File: src/rtl/lpf_pkg.sv
// ============================================================================
// lpf_pkg
// Shared types, constants and the control-word program of the lattice
// prediction filter.
// ============================================================================
`default_nettype none

package lpf_pkg;

    // Default parameter values
    localparam int unsigned MAX_ORDER_DEF   = 8;
    localparam int unsigned SAMPLE_BITS_DEF = 24;
    localparam int unsigned COEF_BITS_DEF   = 16;

    // Configuration port
    localparam int unsigned COEF_REG_W = 64;
    localparam int unsigned CFG_IDX_W  = 2;

    localparam logic [CFG_IDX_W-1:0] CFG_FILTER_MODE     = 2'd0;
    localparam logic [CFG_IDX_W-1:0] CFG_FILTER_ORDER    = 2'd1;
    localparam logic [CFG_IDX_W-1:0] CFG_COEF_WORDS_LOW  = 2'd2;
    localparam logic [CFG_IDX_W-1:0] CFG_COEF_WORDS_HIGH = 2'd3;

    localparam logic MODE_SYNTHESIS = 1'b0;
    localparam logic MODE_ANALYSIS  = 1'b1;

    // Control word fields
    typedef enum logic [1:0] {MUL_NONE, MUL_X, MUL_S} mul_src_t;
    typedef enum logic {ADD_A_X, ADD_A_S} add_a_t;
    typedef enum logic [1:0] {DST_NONE, DST_X, DST_T} add_dst_t;
    typedef enum logic [1:0] {SW_NONE, SW_T_AT_IDX, SW_SUM_ABOVE, SW_X_AT_ZERO} s_wr_t;
    typedef enum logic [1:0] {IDX_HOLD, IDX_INC, IDX_DEC} idx_op_t;
    typedef enum logic [1:0] {COND_NEVER, COND_MORE, COND_IDX_ZERO, COND_IDX_NONZERO} cond_t;

    localparam int unsigned UPC_W = 4;
    typedef logic [UPC_W-1:0] upc_t;

    typedef struct packed {
        mul_src_t mul_src;
        add_a_t   add_a;
        logic     add_sub;
        add_dst_t add_dst;
        s_wr_t    s_wr;
        idx_op_t  idx_op;
        cond_t    cond;
        upc_t     jump;
        logic     last;
    } ucode_t;

    // Program addresses
    localparam upc_t UPC_PASS    = 4'd0;
    localparam upc_t UPC_A_MULX  = 4'd1;
    localparam upc_t UPC_A_UPD   = 4'd2;
    localparam upc_t UPC_A_NEXT  = 4'd3;
    localparam upc_t UPC_A_MULS  = 4'd4;
    localparam upc_t UPC_A_FIN   = 4'd5;
    localparam upc_t UPC_Y_MULS  = 4'd6;
    localparam upc_t UPC_Y_XSUB  = 4'd7;
    localparam upc_t UPC_Y_MULS2 = 4'd8;
    localparam upc_t UPC_Y_XSUB2 = 4'd9;
    localparam upc_t UPC_Y_MULX  = 4'd10;
    localparam upc_t UPC_Y_SUPD  = 4'd11;
    localparam upc_t UPC_Y_END   = 4'd12;

    localparam ucode_t UW_NOP = '{
        mul_src: MUL_NONE, add_a: ADD_A_X, add_sub: 1'b0, add_dst: DST_NONE,
        s_wr: SW_NONE, idx_op: IDX_HOLD, cond: COND_NEVER, jump: UPC_PASS,
        last: 1'b0
    };

    // Sequencer states
    typedef enum logic [1:0] {SEQ_IDLE, SEQ_RUN, SEQ_DRAIN} seq_state_t;

    // Sequencer to datapath
    typedef struct packed {
        logic   load;
        logic   clear;
        logic   exec;
        ucode_t uw;
    } dp_ctl_t;

    // Datapath to sequencer
    typedef struct packed {
        logic idx_zero;
        logic more;
    } dp_status_t;

    // Control store
    function automatic ucode_t ucode_rom(input upc_t a);
        ucode_t w;
        w = UW_NOP;
        unique case (a)
            UPC_PASS: begin
                w.last = 1'b1;
            end
            // analysis stage: P = c*x
            UPC_A_MULX: begin
                w.mul_src = MUL_X;
            end
            // t = sat(P + s), s = t, P = c*s
            UPC_A_UPD: begin
                w.mul_src = MUL_S;
                w.add_a   = ADD_A_S;
                w.add_dst = DST_T;
                w.s_wr    = SW_T_AT_IDX;
            end
            // x = sat(x + P), advance stage
            UPC_A_NEXT: begin
                w.add_a   = ADD_A_X;
                w.add_dst = DST_X;
                w.idx_op  = IDX_INC;
                w.cond    = COND_MORE;
                w.jump    = UPC_A_MULX;
            end
            UPC_A_MULS: begin
                w.mul_src = MUL_S;
            end
            UPC_A_FIN: begin
                w.add_a   = ADD_A_X;
                w.add_dst = DST_X;
                w.s_wr    = SW_T_AT_IDX;
                w.last    = 1'b1;
            end
            // synthesis: top stage
            UPC_Y_MULS: begin
                w.mul_src = MUL_S;
            end
            UPC_Y_XSUB: begin
                w.add_a   = ADD_A_X;
                w.add_sub = 1'b1;
                w.add_dst = DST_X;
                w.idx_op  = IDX_DEC;
                w.cond    = COND_IDX_ZERO;
                w.jump    = UPC_Y_END;
            end
            UPC_Y_MULS2: begin
                w.mul_src = MUL_S;
            end
            UPC_Y_XSUB2: begin
                w.add_a   = ADD_A_X;
                w.add_sub = 1'b1;
                w.add_dst = DST_X;
            end
            UPC_Y_MULX: begin
                w.mul_src = MUL_X;
            end
            // s[idx+1] = sat(P + s[idx]), step down
            UPC_Y_SUPD: begin
                w.add_a  = ADD_A_S;
                w.s_wr   = SW_SUM_ABOVE;
                w.idx_op = IDX_DEC;
                w.cond   = COND_IDX_NONZERO;
                w.jump   = UPC_Y_MULS2;
            end
            UPC_Y_END: begin
                w.s_wr = SW_X_AT_ZERO;
                w.last = 1'b1;
            end
            default: begin
                w.last = 1'b1;
            end
        endcase
        return w;
    endfunction

endpackage

`default_nettype wire

File: src/rtl/lpf_datapath.sv
// ============================================================================
// lpf_datapath
// Shared multiplier, saturating adder, lattice state and stage index.
// ============================================================================
`default_nettype none

module lpf_datapath #(
    parameter int unsigned MAX_ORDER   = lpf_pkg::MAX_ORDER_DEF,
    parameter int unsigned SAMPLE_BITS = lpf_pkg::SAMPLE_BITS_DEF,
    parameter int unsigned COEF_BITS   = lpf_pkg::COEF_BITS_DEF,
    localparam int unsigned ORD_W      = $clog2(MAX_ORDER + 1)
) (
    input  wire logic                                  clk,
    input  wire logic                                  rst_n,
    input  wire lpf_pkg::dp_ctl_t                      ctl,
    input  wire logic                                  mode,
    input  wire logic [ORD_W-1:0]                      n_eff,
    input  wire logic [lpf_pkg::COEF_REG_W-1:0]        coef_low,
    input  wire logic [lpf_pkg::COEF_REG_W-1:0]        coef_high,
    input  wire logic signed [SAMPLE_BITS-1:0]         sample_in,
    output logic signed [SAMPLE_BITS-1:0]              result,
    output lpf_pkg::dp_status_t                        status
);

    localparam int unsigned CW     = (COEF_BITS < 16) ? COEF_BITS : 16;
    localparam int unsigned IDX_W  = (MAX_ORDER > 1) ? $clog2(MAX_ORDER) : 1;
    localparam int unsigned CMP_W  = ORD_W + 1;
    localparam int unsigned PROD_W = CW + SAMPLE_BITS;
    localparam int unsigned RP_W   = SAMPLE_BITS + 1;
    localparam int unsigned SUM_W  = SAMPLE_BITS + 2;
    localparam logic signed [PROD_W-1:0] RND_K = PROD_W'(2 ** (CW - 2));
    localparam logic [SAMPLE_BITS-1:0] SAT_MAX = {1'b0, {(SAMPLE_BITS-1){1'b1}}};
    localparam logic [SAMPLE_BITS-1:0] SAT_MIN = {1'b1, {(SAMPLE_BITS-1){1'b0}}};

    logic signed [SAMPLE_BITS-1:0] x_reg;
    logic signed [SAMPLE_BITS-1:0] t_reg;
    logic signed [RP_W-1:0]        p_reg;
    logic signed [RP_W-1:0]        p_next;
    logic [IDX_W-1:0]              idx_reg;
    logic [IDX_W-1:0]              idx_next;
    logic signed [SAMPLE_BITS-1:0] s_reg [MAX_ORDER];

    logic signed [SAMPLE_BITS-1:0] s_rd;
    logic [2*lpf_pkg::COEF_REG_W-1:0] coef_all;
    logic [4:0]                    cidx;
    logic [6:0]                    cbase;
    logic signed [CW-1:0]          coef_v;
    logic signed [SAMPLE_BITS-1:0] mul_b;
    logic signed [PROD_W-1:0]      prod;
    logic signed [PROD_W-1:0]      prod_rnd;
    logic signed [SAMPLE_BITS-1:0] add_a_val;
    logic signed [SUM_W-1:0]       a_ext;
    logic signed [SUM_W-1:0]       p_ext;
    logic signed [SUM_W-1:0]       sum;
    logic [2:0]                    sum_hi;
    logic signed [SAMPLE_BITS-1:0] sum_sat;
    logic                          s_we;
    logic [IDX_W-1:0]              s_waddr;
    logic signed [SAMPLE_BITS-1:0] s_wdata;
    logic [CMP_W-1:0]              idx_ext;

    assign s_rd = s_reg[idx_reg];

    // coefficient of the current stage; stages past the eighth get zero
    assign coef_all = {coef_high, coef_low};
    assign cidx     = 5'(idx_reg);
    assign cbase    = {cidx[2:0], 4'b0000};
    assign coef_v   = (cidx < 5'd8) ? $signed(coef_all[cbase +: CW]) : '0;

    // one rounded product per step
    assign mul_b    = (ctl.uw.mul_src == lpf_pkg::MUL_X) ? x_reg : s_rd;
    assign prod     = coef_v * mul_b;
    assign prod_rnd = prod + RND_K;
    assign p_next   = prod_rnd[PROD_W-1:CW-1];

    // one saturating add per step
    assign add_a_val = (ctl.uw.add_a == lpf_pkg::ADD_A_S) ? s_rd : x_reg;
    assign a_ext     = SUM_W'(add_a_val);
    assign p_ext     = SUM_W'(p_reg);
    assign sum       = ctl.uw.add_sub ? (a_ext - p_ext) : (a_ext + p_ext);
    assign sum_hi    = sum[SUM_W-1:SAMPLE_BITS-1];

    always_comb
    begin
        if ((&sum_hi) || !(|sum_hi))
        begin
            sum_sat = sum[SAMPLE_BITS-1:0];
        end
        else
        begin
            sum_sat = sum[SUM_W-1] ? $signed(SAT_MIN) : $signed(SAT_MAX);
        end
    end

    // state write port
    always_comb
    begin
        s_we    = ctl.exec;
        s_waddr = idx_reg;
        s_wdata = t_reg;
        unique case (ctl.uw.s_wr)
            lpf_pkg::SW_NONE:      s_we = 1'b0;
            lpf_pkg::SW_T_AT_IDX:  s_wdata = t_reg;
            lpf_pkg::SW_SUM_ABOVE:
            begin
                s_waddr = IDX_W'(idx_reg + 1'b1);
                s_wdata = sum_sat;
            end
            lpf_pkg::SW_X_AT_ZERO:
            begin
                s_waddr = '0;
                s_wdata = x_reg;
            end
            default: s_we = 1'b0;
        endcase
    end

    always_comb
    begin
        idx_next = idx_reg;
        if (ctl.load)
        begin
            idx_next = (mode == lpf_pkg::MODE_ANALYSIS) ? '0 : IDX_W'(n_eff - 1'b1);
        end
        else if (ctl.exec)
        begin
            unique case (ctl.uw.idx_op)
                lpf_pkg::IDX_HOLD: idx_next = idx_reg;
                lpf_pkg::IDX_INC:  idx_next = IDX_W'(idx_reg + 1'b1);
                lpf_pkg::IDX_DEC:  idx_next = IDX_W'(idx_reg - 1'b1);
                default:           idx_next = idx_reg;
            endcase
        end
    end

    always_ff @(posedge clk or negedge rst_n)
    begin
        if (!rst_n)
        begin
            idx_reg <= '0;
        end
        else
        begin
            idx_reg <= idx_next;
        end
    end

    always_ff @(posedge clk or negedge rst_n)
    begin
        if (!rst_n)
        begin
            for (int e = 0; e < MAX_ORDER; e++)
            begin
                s_reg[e] <= '0;
            end
        end
        else if (ctl.load && ctl.clear)
        begin
            for (int e = 0; e < MAX_ORDER; e++)
            begin
                s_reg[e] <= '0;
            end
        end
        else if (s_we)
        begin
            for (int e = 0; e < MAX_ORDER; e++)
            begin
                if (s_waddr == IDX_W'(e))
                begin
                    s_reg[e] <= s_wdata;
                end
            end
        end
    end

    always_ff @(posedge clk)
    begin
        if (ctl.load)
        begin
            x_reg <= sample_in;
            t_reg <= sample_in;
        end
        else if (ctl.exec)
        begin
            if (ctl.uw.add_dst == lpf_pkg::DST_X)
            begin
                x_reg <= sum_sat;
            end
            if (ctl.uw.add_dst == lpf_pkg::DST_T)
            begin
                t_reg <= sum_sat;
            end
        end
    end

    always_ff @(posedge clk)
    begin
        if (ctl.exec && ctl.uw.mul_src != lpf_pkg::MUL_NONE)
        begin
            p_reg <= p_next;
        end
    end

    assign idx_ext         = CMP_W'(idx_reg);
    assign status.idx_zero = (idx_reg == '0);
    assign status.more     = (idx_ext + CMP_W'(2)) < CMP_W'(n_eff);
    assign result          = x_reg;

endmodule

`default_nettype wire

File: src/rtl/lpf_sequencer.sv
// ============================================================================
// lpf_sequencer
// Step counter over the control store, with conditional jumps and the
// idle / run / drain control of one line at a time.
// ============================================================================
`default_nettype none

module lpf_sequencer #(
    parameter int unsigned MAX_ORDER = lpf_pkg::MAX_ORDER_DEF,
    localparam int unsigned ORD_W    = $clog2(MAX_ORDER + 1)
) (
    input  wire logic                 clk,
    input  wire logic                 rst_n,
    input  wire logic                 accept,
    input  wire logic                 clear_in,
    input  wire logic                 mode,
    input  wire logic [ORD_W-1:0]     n_eff,
    input  wire lpf_pkg::dp_status_t  dp_st,
    input  wire logic                 out_free,
    output logic                      ready,
    output logic                      push,
    output lpf_pkg::dp_ctl_t          ctl
);

    lpf_pkg::seq_state_t state_reg;
    lpf_pkg::seq_state_t state_next;
    lpf_pkg::upc_t       upc_reg;
    lpf_pkg::upc_t       upc_next;
    lpf_pkg::upc_t       start_upc;
    lpf_pkg::ucode_t     uw;
    logic                take;

    assign uw = lpf_pkg::ucode_rom(upc_reg);

    always_comb
    begin
        unique case (uw.cond)
            lpf_pkg::COND_NEVER:       take = 1'b0;
            lpf_pkg::COND_MORE:        take = dp_st.more;
            lpf_pkg::COND_IDX_ZERO:    take = dp_st.idx_zero;
            lpf_pkg::COND_IDX_NONZERO: take = !dp_st.idx_zero;
            default:                   take = 1'b0;
        endcase
    end

    // entry point from mode and order
    always_comb
    begin
        priority if (n_eff == '0)
        begin
            start_upc = lpf_pkg::UPC_PASS;
        end
        else if (mode == lpf_pkg::MODE_ANALYSIS)
        begin
            start_upc = (n_eff == ORD_W'(1)) ? lpf_pkg::UPC_A_MULS : lpf_pkg::UPC_A_MULX;
        end
        else
        begin
            start_upc = lpf_pkg::UPC_Y_MULS;
        end
    end

    always_comb
    begin
        state_next = state_reg;
        unique case (state_reg)
            lpf_pkg::SEQ_IDLE:  if (accept) state_next = lpf_pkg::SEQ_RUN;
            lpf_pkg::SEQ_RUN:   if (uw.last) state_next = lpf_pkg::SEQ_DRAIN;
            lpf_pkg::SEQ_DRAIN: if (out_free) state_next = lpf_pkg::SEQ_IDLE;
            default:            state_next = lpf_pkg::SEQ_IDLE;
        endcase
    end

    always_comb
    begin
        upc_next = upc_reg;
        if (accept)
        begin
            upc_next = start_upc;
        end
        else if (state_reg == lpf_pkg::SEQ_RUN)
        begin
            upc_next = take ? uw.jump : lpf_pkg::upc_t'(upc_reg + 1'b1);
        end
    end

    always_ff @(posedge clk or negedge rst_n)
    begin
        if (!rst_n)
        begin
            state_reg <= lpf_pkg::SEQ_IDLE;
            upc_reg   <= lpf_pkg::UPC_PASS;
        end
        else
        begin
            state_reg <= state_next;
            upc_reg   <= upc_next;
        end
    end

    always_comb
    begin
        ready     = (state_reg == lpf_pkg::SEQ_IDLE);
        push      = (state_reg == lpf_pkg::SEQ_DRAIN) && out_free;
        ctl.load  = accept;
        ctl.clear = clear_in;
        ctl.exec  = (state_reg == lpf_pkg::SEQ_RUN);
        ctl.uw    = uw;
    end

endmodule

`default_nettype wire

File: src/rtl/lattice_prediction_filter.sv
// ============================================================================
// lattice_prediction_filter
// Reflection-coefficient lattice filter for spectral lines: analysis (FIR)
// or synthesis (IIR), order 0 to MAX_ORDER, driven by a small control store.
// ============================================================================
// One line is in flight at a time. Lines enter on the s_ stream and leave on
// the m_ stream in order, one result per line. The pace is set by the
// single multiplier and single saturating adder that every lattice step goes
// through: analysis needs up to three control steps per stage, synthesis
// up to four. The result sits in an output register, so the next line is
// taken as soon as the previous one has been moved there, even while the
// consumer stalls. Orders above MAX_ORDER act as MAX_ORDER. Stages past the
// eighth use a zero coefficient. Products are rounded to nearest (halves up)
// and every sum saturates to SAMPLE_BITS. Write the configuration registers
// only while the block is idle; lattice state survives across lines until
// reset or a line with the clear flag (tuser) set.
`default_nettype none

module lattice_prediction_filter #(
    parameter int unsigned MAX_ORDER   = lpf_pkg::MAX_ORDER_DEF,
    parameter int unsigned SAMPLE_BITS = lpf_pkg::SAMPLE_BITS_DEF,
    parameter int unsigned COEF_BITS   = lpf_pkg::COEF_BITS_DEF,
    localparam int unsigned DATA_W     = ((SAMPLE_BITS + 7) / 8) * 8
) (
    input  wire logic                               clk,
    input  wire logic                               rst_n,
    // input stream
    input  wire logic                               s_tvalid,
    output logic                                    s_tready,
    input  wire logic [DATA_W-1:0]                  s_tdata,   // sample_in, zero fill
    input  wire logic                               s_tuser,   // clear_state
    input  wire logic                               s_tlast,   // last_line
    // output stream
    output logic                                    m_tvalid,
    input  wire logic                               m_tready,
    output logic [DATA_W-1:0]                       m_tdata,   // sample_out, zero fill
    output logic                                    m_tlast,   // last_out
    // configuration
    input  wire logic                               cfg_we,
    input  wire logic [lpf_pkg::CFG_IDX_W-1:0]      cfg_index,
    input  wire logic [lpf_pkg::COEF_REG_W-1:0]     cfg_data
);

    localparam int unsigned ORD_W = $clog2(MAX_ORDER + 1);

    // configuration registers
    logic                            mode_reg;
    logic [3:0]                      order_reg;
    logic [lpf_pkg::COEF_REG_W-1:0]  coef_low_reg;
    logic [lpf_pkg::COEF_REG_W-1:0]  coef_high_reg;

    // output word register
    logic                            out_valid_reg;
    logic [DATA_W-1:0]               out_data_reg;
    logic                            out_last_reg;
    logic                            last_hold_reg;

    logic [4:0]                      order_ext;
    logic [ORD_W-1:0]                n_eff;
    logic                            accept;
    logic                            out_free;
    logic                            push;
    logic                            ready;
    logic signed [SAMPLE_BITS-1:0]   result;
    lpf_pkg::dp_ctl_t                ctl;
    lpf_pkg::dp_status_t             dp_st;

    // Apply a register write; the port has no read-back
    always_ff @(posedge clk or negedge rst_n)
    begin
        if (!rst_n)
        begin
            mode_reg      <= lpf_pkg::MODE_SYNTHESIS;
            order_reg     <= '0;
            coef_low_reg  <= '0;
            coef_high_reg <= '0;
        end
        else if (cfg_we)
        begin
            unique case (cfg_index)
                lpf_pkg::CFG_FILTER_MODE:     mode_reg      <= cfg_data[0];
                lpf_pkg::CFG_FILTER_ORDER:    order_reg     <= cfg_data[3:0];
                lpf_pkg::CFG_COEF_WORDS_LOW:  coef_low_reg  <= cfg_data;
                lpf_pkg::CFG_COEF_WORDS_HIGH: coef_high_reg <= cfg_data;
                default:                      mode_reg      <= mode_reg;
            endcase
        end
    end

    // Clamp the order to the stages that exist
    assign order_ext = {1'b0, order_reg};
    assign n_eff     = (order_ext > 5'(MAX_ORDER)) ? ORD_W'(MAX_ORDER) : ORD_W'(order_ext);

    assign s_tready = ready;
    assign accept   = s_tvalid && ready;
    assign out_free = !out_valid_reg || m_tready;

    lpf_sequencer #(
        .MAX_ORDER (MAX_ORDER)
    ) u_seq (
        .clk      (clk),
        .rst_n    (rst_n),
        .accept   (accept),
        .clear_in (s_tuser),
        .mode     (mode_reg),
        .n_eff    (n_eff),
        .dp_st    (dp_st),
        .out_free (out_free),
        .ready    (ready),
        .push     (push),
        .ctl      (ctl)
    );

    lpf_datapath #(
        .MAX_ORDER   (MAX_ORDER),
        .SAMPLE_BITS (SAMPLE_BITS),
        .COEF_BITS   (COEF_BITS)
    ) u_dp (
        .clk       (clk),
        .rst_n     (rst_n),
        .ctl       (ctl),
        .mode      (mode_reg),
        .n_eff     (n_eff),
        .coef_low  (coef_low_reg),
        .coef_high (coef_high_reg),
        .sample_in ($signed(s_tdata[SAMPLE_BITS-1:0])),
        .result    (result),
        .status    (dp_st)
    );

    // Hold the region flag of the line in flight
    always_ff @(posedge clk)
    begin
        if (accept)
        begin
            last_hold_reg <= s_tlast;
        end
    end

    // Advance the finished line into the output word; drop the valid once taken
    always_ff @(posedge clk or negedge rst_n)
    begin
        if (!rst_n)
        begin
            out_valid_reg <= 1'b0;
        end
        else if (push)
        begin
            out_valid_reg <= 1'b1;
        end
        else if (m_tready)
        begin
            out_valid_reg <= 1'b0;
        end
    end

    always_ff @(posedge clk)
    begin
        if (push)
        begin
            out_data_reg <= DATA_W'($unsigned(result));
            out_last_reg <= last_hold_reg;
        end
    end

    assign m_tvalid = out_valid_reg;
    assign m_tdata  = out_data_reg;
    assign m_tlast  = out_last_reg;

endmodule

`default_nettype wire

File: config.mk
export PLATFORM = sky130hd
export DESIGN_NAME = lattice_prediction_filter
export DESIGN_NICKNAME = d
export VERILOG_FILES = /design/src/rtl/lpf_pkg.sv /design/src/rtl/lpf_datapath.sv /design/src/rtl/lpf_sequencer.sv /design/src/rtl/lattice_prediction_filter.sv
export SDC_FILE = /design/constraint.sdc
export NUM_CORES = 2
export LEC_CHECK = 0
export BUFFER_PORTS_ARGS = -buffer_cell sky130_fd_sc_hd__buf_2
export CORE_MARGIN = 10
export CORE_UTILIZATION = 57
export CTS_CLUSTER_DIAMETER = 80
export DETAILED_ROUTE_END_ITERATION = 10
export PLACE_DENSITY = 0.74
export SLEW_MARGIN = 20
export SYNTH_ARGS = -nofsm -noshare
export SYNTH_HDL_FRONTEND = slang
export SYNTH_HIERARCHICAL = 1
export SYNTH_SLANG_ARGS = --single-unit
File: constraint.sdc
create_clock -name clk -period 9.4 [get_ports clk]
set_input_delay 0 -clock clk [delete_from_list [all_inputs] [get_ports clk]]
set_output_delay 0 -clock clk [all_outputs]
set_load 0.005 [all_outputs]
; ---- After elaboration in Yosys (flattened, before gate mapping)
; Index checks and enable logic that the tools add are counted.
[word_totals]
elab_cells = 183
ff_bits = 434
input_bits = 97
out_inout_bits = 27
[op_classes]
n_bitwise = 1
order_cmp = 4
add_sub_neg = 8
n_reduce_logical = 56
n_eq_ne = 38
n_mul = 1
mux = 52
shifts = 1
[op_table]
columns = op, count
row1 = $mux 24, 20
row2 = $mux 192, 2
row3 = $shiftx 128x8->16, 1
row4 = $bmux 24 s3, 1
row5 = $pmux 24 s2, 1
row6 = $add 40x16->40 const B, 1
row7 = $mul 16x24->40, 1
row8 = $reduce_and 2->1, 15
row9 = $reduce_bool 2->1, 14
row10 = $add 24x25->26, 1
row11 = $mux 26, 1
row12 = $sub 24x25->26, 1
row13 = $mux 4, 6
row14 = $pmux 8 s3, 1
row15 = $eq 4x4->1 const B, 5
row16 = $eq 2x2->1 const B, 9
row17 = $eq 4x3->1 const B, 4
row18 = $mux 16, 1
row19 = $eq 2x1->1 const B, 6
row20 = $eq 3x3->1 const B, 4
row21 = $mux 3, 4
row22 = $pmux 2 s3, 2
row23 = $pmux 3 s2, 2
row24 = $reduce_or 10->1, 1
row25 = other kinds (30), 57

; ---- Logic depth before layout (Yosys ltp)
[logic_depth]
ltp_word = 15
depth_mapped = 35
ltp_nobuf = 32

; ---- Modules after synthesis
; Netlist, hierarchy kept.
[by_module_without_submodules]
columns = mod, n_inst, area_per_inst_um2, cells_per_inst, seq_area_each_um2
row1 = lpf_datapath, 1, 29354.4, 3085, 7071.8
row2 = lattice_prediction_filter, 1, 6062.1, 317, 4134.0
row3 = lpf_sequencer, 1, 704.4, 90, 150.1

; ---- Least setup slack after synthesis
; No wires, ideal clock.
[synth_path]
path_type = register -> register
startpoint = register u_seq.upc_reg[0]
endpoint = register u_dp.p_reg[23], data pin
path_stages_with_launch = 35
period_less_slack_ns = 7.641
required_time_ns = 9.136
slack_ns = 1.759
setup_ns = 0.264
arrival_ns = 7.377
n_path_buf = 4
path_cell_list = dfrtp_1 > inv_1 > ha_1 > and2_1 > nor2_1 > o21ai_1 > nand2b_1 > clkbuf_1 > clkbuf_1 > nor2_1 > a21oi_1 > clkbuf_1 > nand2_1 > fa_1 > inv_1 > fa_1 > inv_1 > fa_1 > inv_1 > fa_1 > fa_1 > inv_1 > fa_1 > inv_1 > ha_1 > clkbuf_1 > a21o_1 > a21o_1 > a21oi_1 > o211ai_1 > o211ai_1 > nand2_1 > a21o_1 > nor4_1 > a21oi_1
[synth_lines]
columns = item, line
row1 = from (decl), lpf_sequencer.sv:27  ; lpf_pkg::upc_t upc_reg;
row2 = from (signal assigned), lpf_sequencer.sv:92  ; upc_reg <= lpf_pkg::UPC_PASS;
row3 = from (signal assigned), lpf_sequencer.sv:97  ; upc_reg <= upc_next;
row4 = to (signal assigned), lpf_datapath.sv:200  ; p_reg <= p_next;
row5 = to (decl), lpf_datapath.sv:37  ; logic signed [RP_W-1:0] p_reg;

==> results.md <==
- TNS Setup: 0 ns
- Max Clk Rate: roughly 110 MHz
- Layout cells sized above 1: between 15 and 20%
- Setup crit end kind: register
- Top-Level Pins: 124
- Residual DRC: 0
- CTS tree: built
- H-tree depth: 2
- Area Overhead vs Synth: 11.1%
- Slew headroom: 21.7%
- Number of global-route vias before repair: 28700
- Core ar.: 0.0629 mm²
- Cell Area, Synth: 0.0361 mm²
- Clock skew: 0.0474 ns
- Largest net degree at the start of global routing: 134
- Total GRT Usage: 28.6%
- Gr ovfl total: 0
- Die height: 272 µm
- Final Hold Viols: 0
- Synth warn: 6
- Endpoints failing setup: 0
- Largest register FFs: 192
- Crit path kind: reg -> reg
- Max-Cap Viols: 0
- Crit Path Max Fanout: 31
- Detailed Route WL: around 110000 µm
- Tmin final: 9.01 ns
- # diodes: 0
- Root Driver: clkbuf_16
- Wire length per cell: 23.3 µm
- Slowest CP cell: nor4_2
- Final Max Slew Viols: 0
- FF-to-FF setup slack: about 0.4 ns
- Rows: 92
- Reg2Reg Depth: 29
- ANT nets after route: 0
- Avg Cell Area, Syn: 10.3 µm²
- Global-route wire length before repair: around 160000 µm
- Hold WC Path Type: in -> async
- Cell count after synthesis: 3488
- Period utilisation layout: 95.8%
- Clock net sink count: about 430
- Max incr delay on CP: between 0.5 and 0.6 ns
- Drt first pass iters: 6
- Reg-to-Reg Start: u_seq/upc_reg[0]
- Iteration-0 DRC Markers: 2733
- CTS buffer count: 50
- DIE AREA: approximately 0.074 mm²
- Post-Syn Nets: between 4000 and 5000
- Post-CTS Setup Bufs: 0
- Status: completed
- Worst Path Arrival: approximately 9.3 ns
- Worst-path clk slew: 0.06 ns
- IO Port Bufs: 123
- Initial antenna violation count: 5
- Avg Vias per Cell: 6.06
- Worst endpoint required time: 9.74 ns
- Starting density of the core: 57.4%
- Via Count: 27300
- Chip Width: 272 µm
- Startpoint type of the worst setup path: register
- Clock Path Buffers: 3
- HPWL Detailed: 75600 µm
- Insertion delay to the later sink of the worst-skew pair: 0.63 ns
- Slew at the pin with the worst max-slew slack: 1.17 ns
- RSZ-0062 raised after global routing: false
- Nets@finish: 4229
- Worst r2r dst: u_dp/p_reg[18]
- RePlAce Congestion: 0.966
## timing repair
item | in CTS | in global routing
resized for setup | 0 | 2
hold buffers | 95 | 0
endpoints found under the hold margin | 315 | 0
endpoints found under the setup margin | 0 | 4
## through the flow
| stage | cell area [µm²] | instances | hold WS [ns] | utilization (%) | setup slack (ns) |
|---|---|---|---|---|---|
| 2_1_floorplan | 36100 | 3488 | -0.296 | - | 1.76 |
| 3_3_place_gp | 37400 | 4324 | 0.199 | 59.6 | 0.360 |
| 3_5_place_dp | 37400 | 4324 | 0.190 | 59.6 | 0.382 |
| 4_1_cts | 40100 | 4512 | 0.0333 | 63.8 | 0.364 |
| 5_1_grt | 40100 | 4513 | 0.0911 | 63.8 | 0.0477 |
| 6_report | 40100 | 4513 | 0.0764 | 63.8 | 0.392 |
## area by class of cell
| cell class | count | area [µm²] |
|---|---|---|
| repair buffers | 279 | 2080 |
| flip-flops and latches | 434 | 11400 |
| inverters | 490 | 1840 |
| well taps | 846 | 1060 |
| clock inverters | 26 | 274 |
| multi-input cells | 2371 | 22100 |
| clock buffers | 67 | 1400 |
| fillers | 4951 | 22700 |
## how the worst max path moves through the flow
stage	startpoint	to	slack, ns	cells past startpoint
finish	u_seq/upc_reg[0]	u_dp/p_reg[18]	0.39	29
floorplan	u_seq/upc_reg[0]	u_dp/p_reg[23]	1.76	34
detailed placement	u_seq/upc_reg[0]	u_dp/p_reg[18]	0.38	28
CTS	u_seq/upc_reg[0]	u_dp/p_reg[18]	0.36	28
global route	u_dp/idx_reg[0]	u_dp/p_reg[20]	0.05	26
global placement	u_seq/upc_reg[0]	u_dp/p_reg[18]	0.36	28
## cells in the final DEF, fill, tap and decap left out, drive strengths merged, types with 45 or more instances in the layout
cell type    count
o21ai          235
inv            496
nor2           281
clkbuf          67
xnor2           61
nand2          332
dfrtp          335
a21oi          169
mux2i           45
mux4            78
buf            184
ha             131
dlygate4sd3     95
mux2           147
fa             375
edfxtp          99
nand3          135
## worst max-delay path, delay by kind of cell, from the launching register on
family | cells | cell delay (ns)
DFF | 1 | 0.43
adders and majority gates | 8 | 3.68
AOI/OAI and AO/OA | 5 | 1.36
buffers and inverters | 8 | 1.12
and+or+nand+nor | 7 | 1.99
xor gates and xnor gates | 1 | 0.17
## routing by layer
| layer | global-route usage [%] | share of wire (%) |
|---|---|---|
| met3 | 6.25 | 10 |
| met4 | 15.0 | 5.6 |
| met1 | 36.7 | 38 |
| met2 | 45.3 | 46 |
| met5 | 0 | 0.039 |
Power is left out: the tool's default activity adds up to more than one toggle a clock period on the data nets, which glitch-free logic cannot reach.
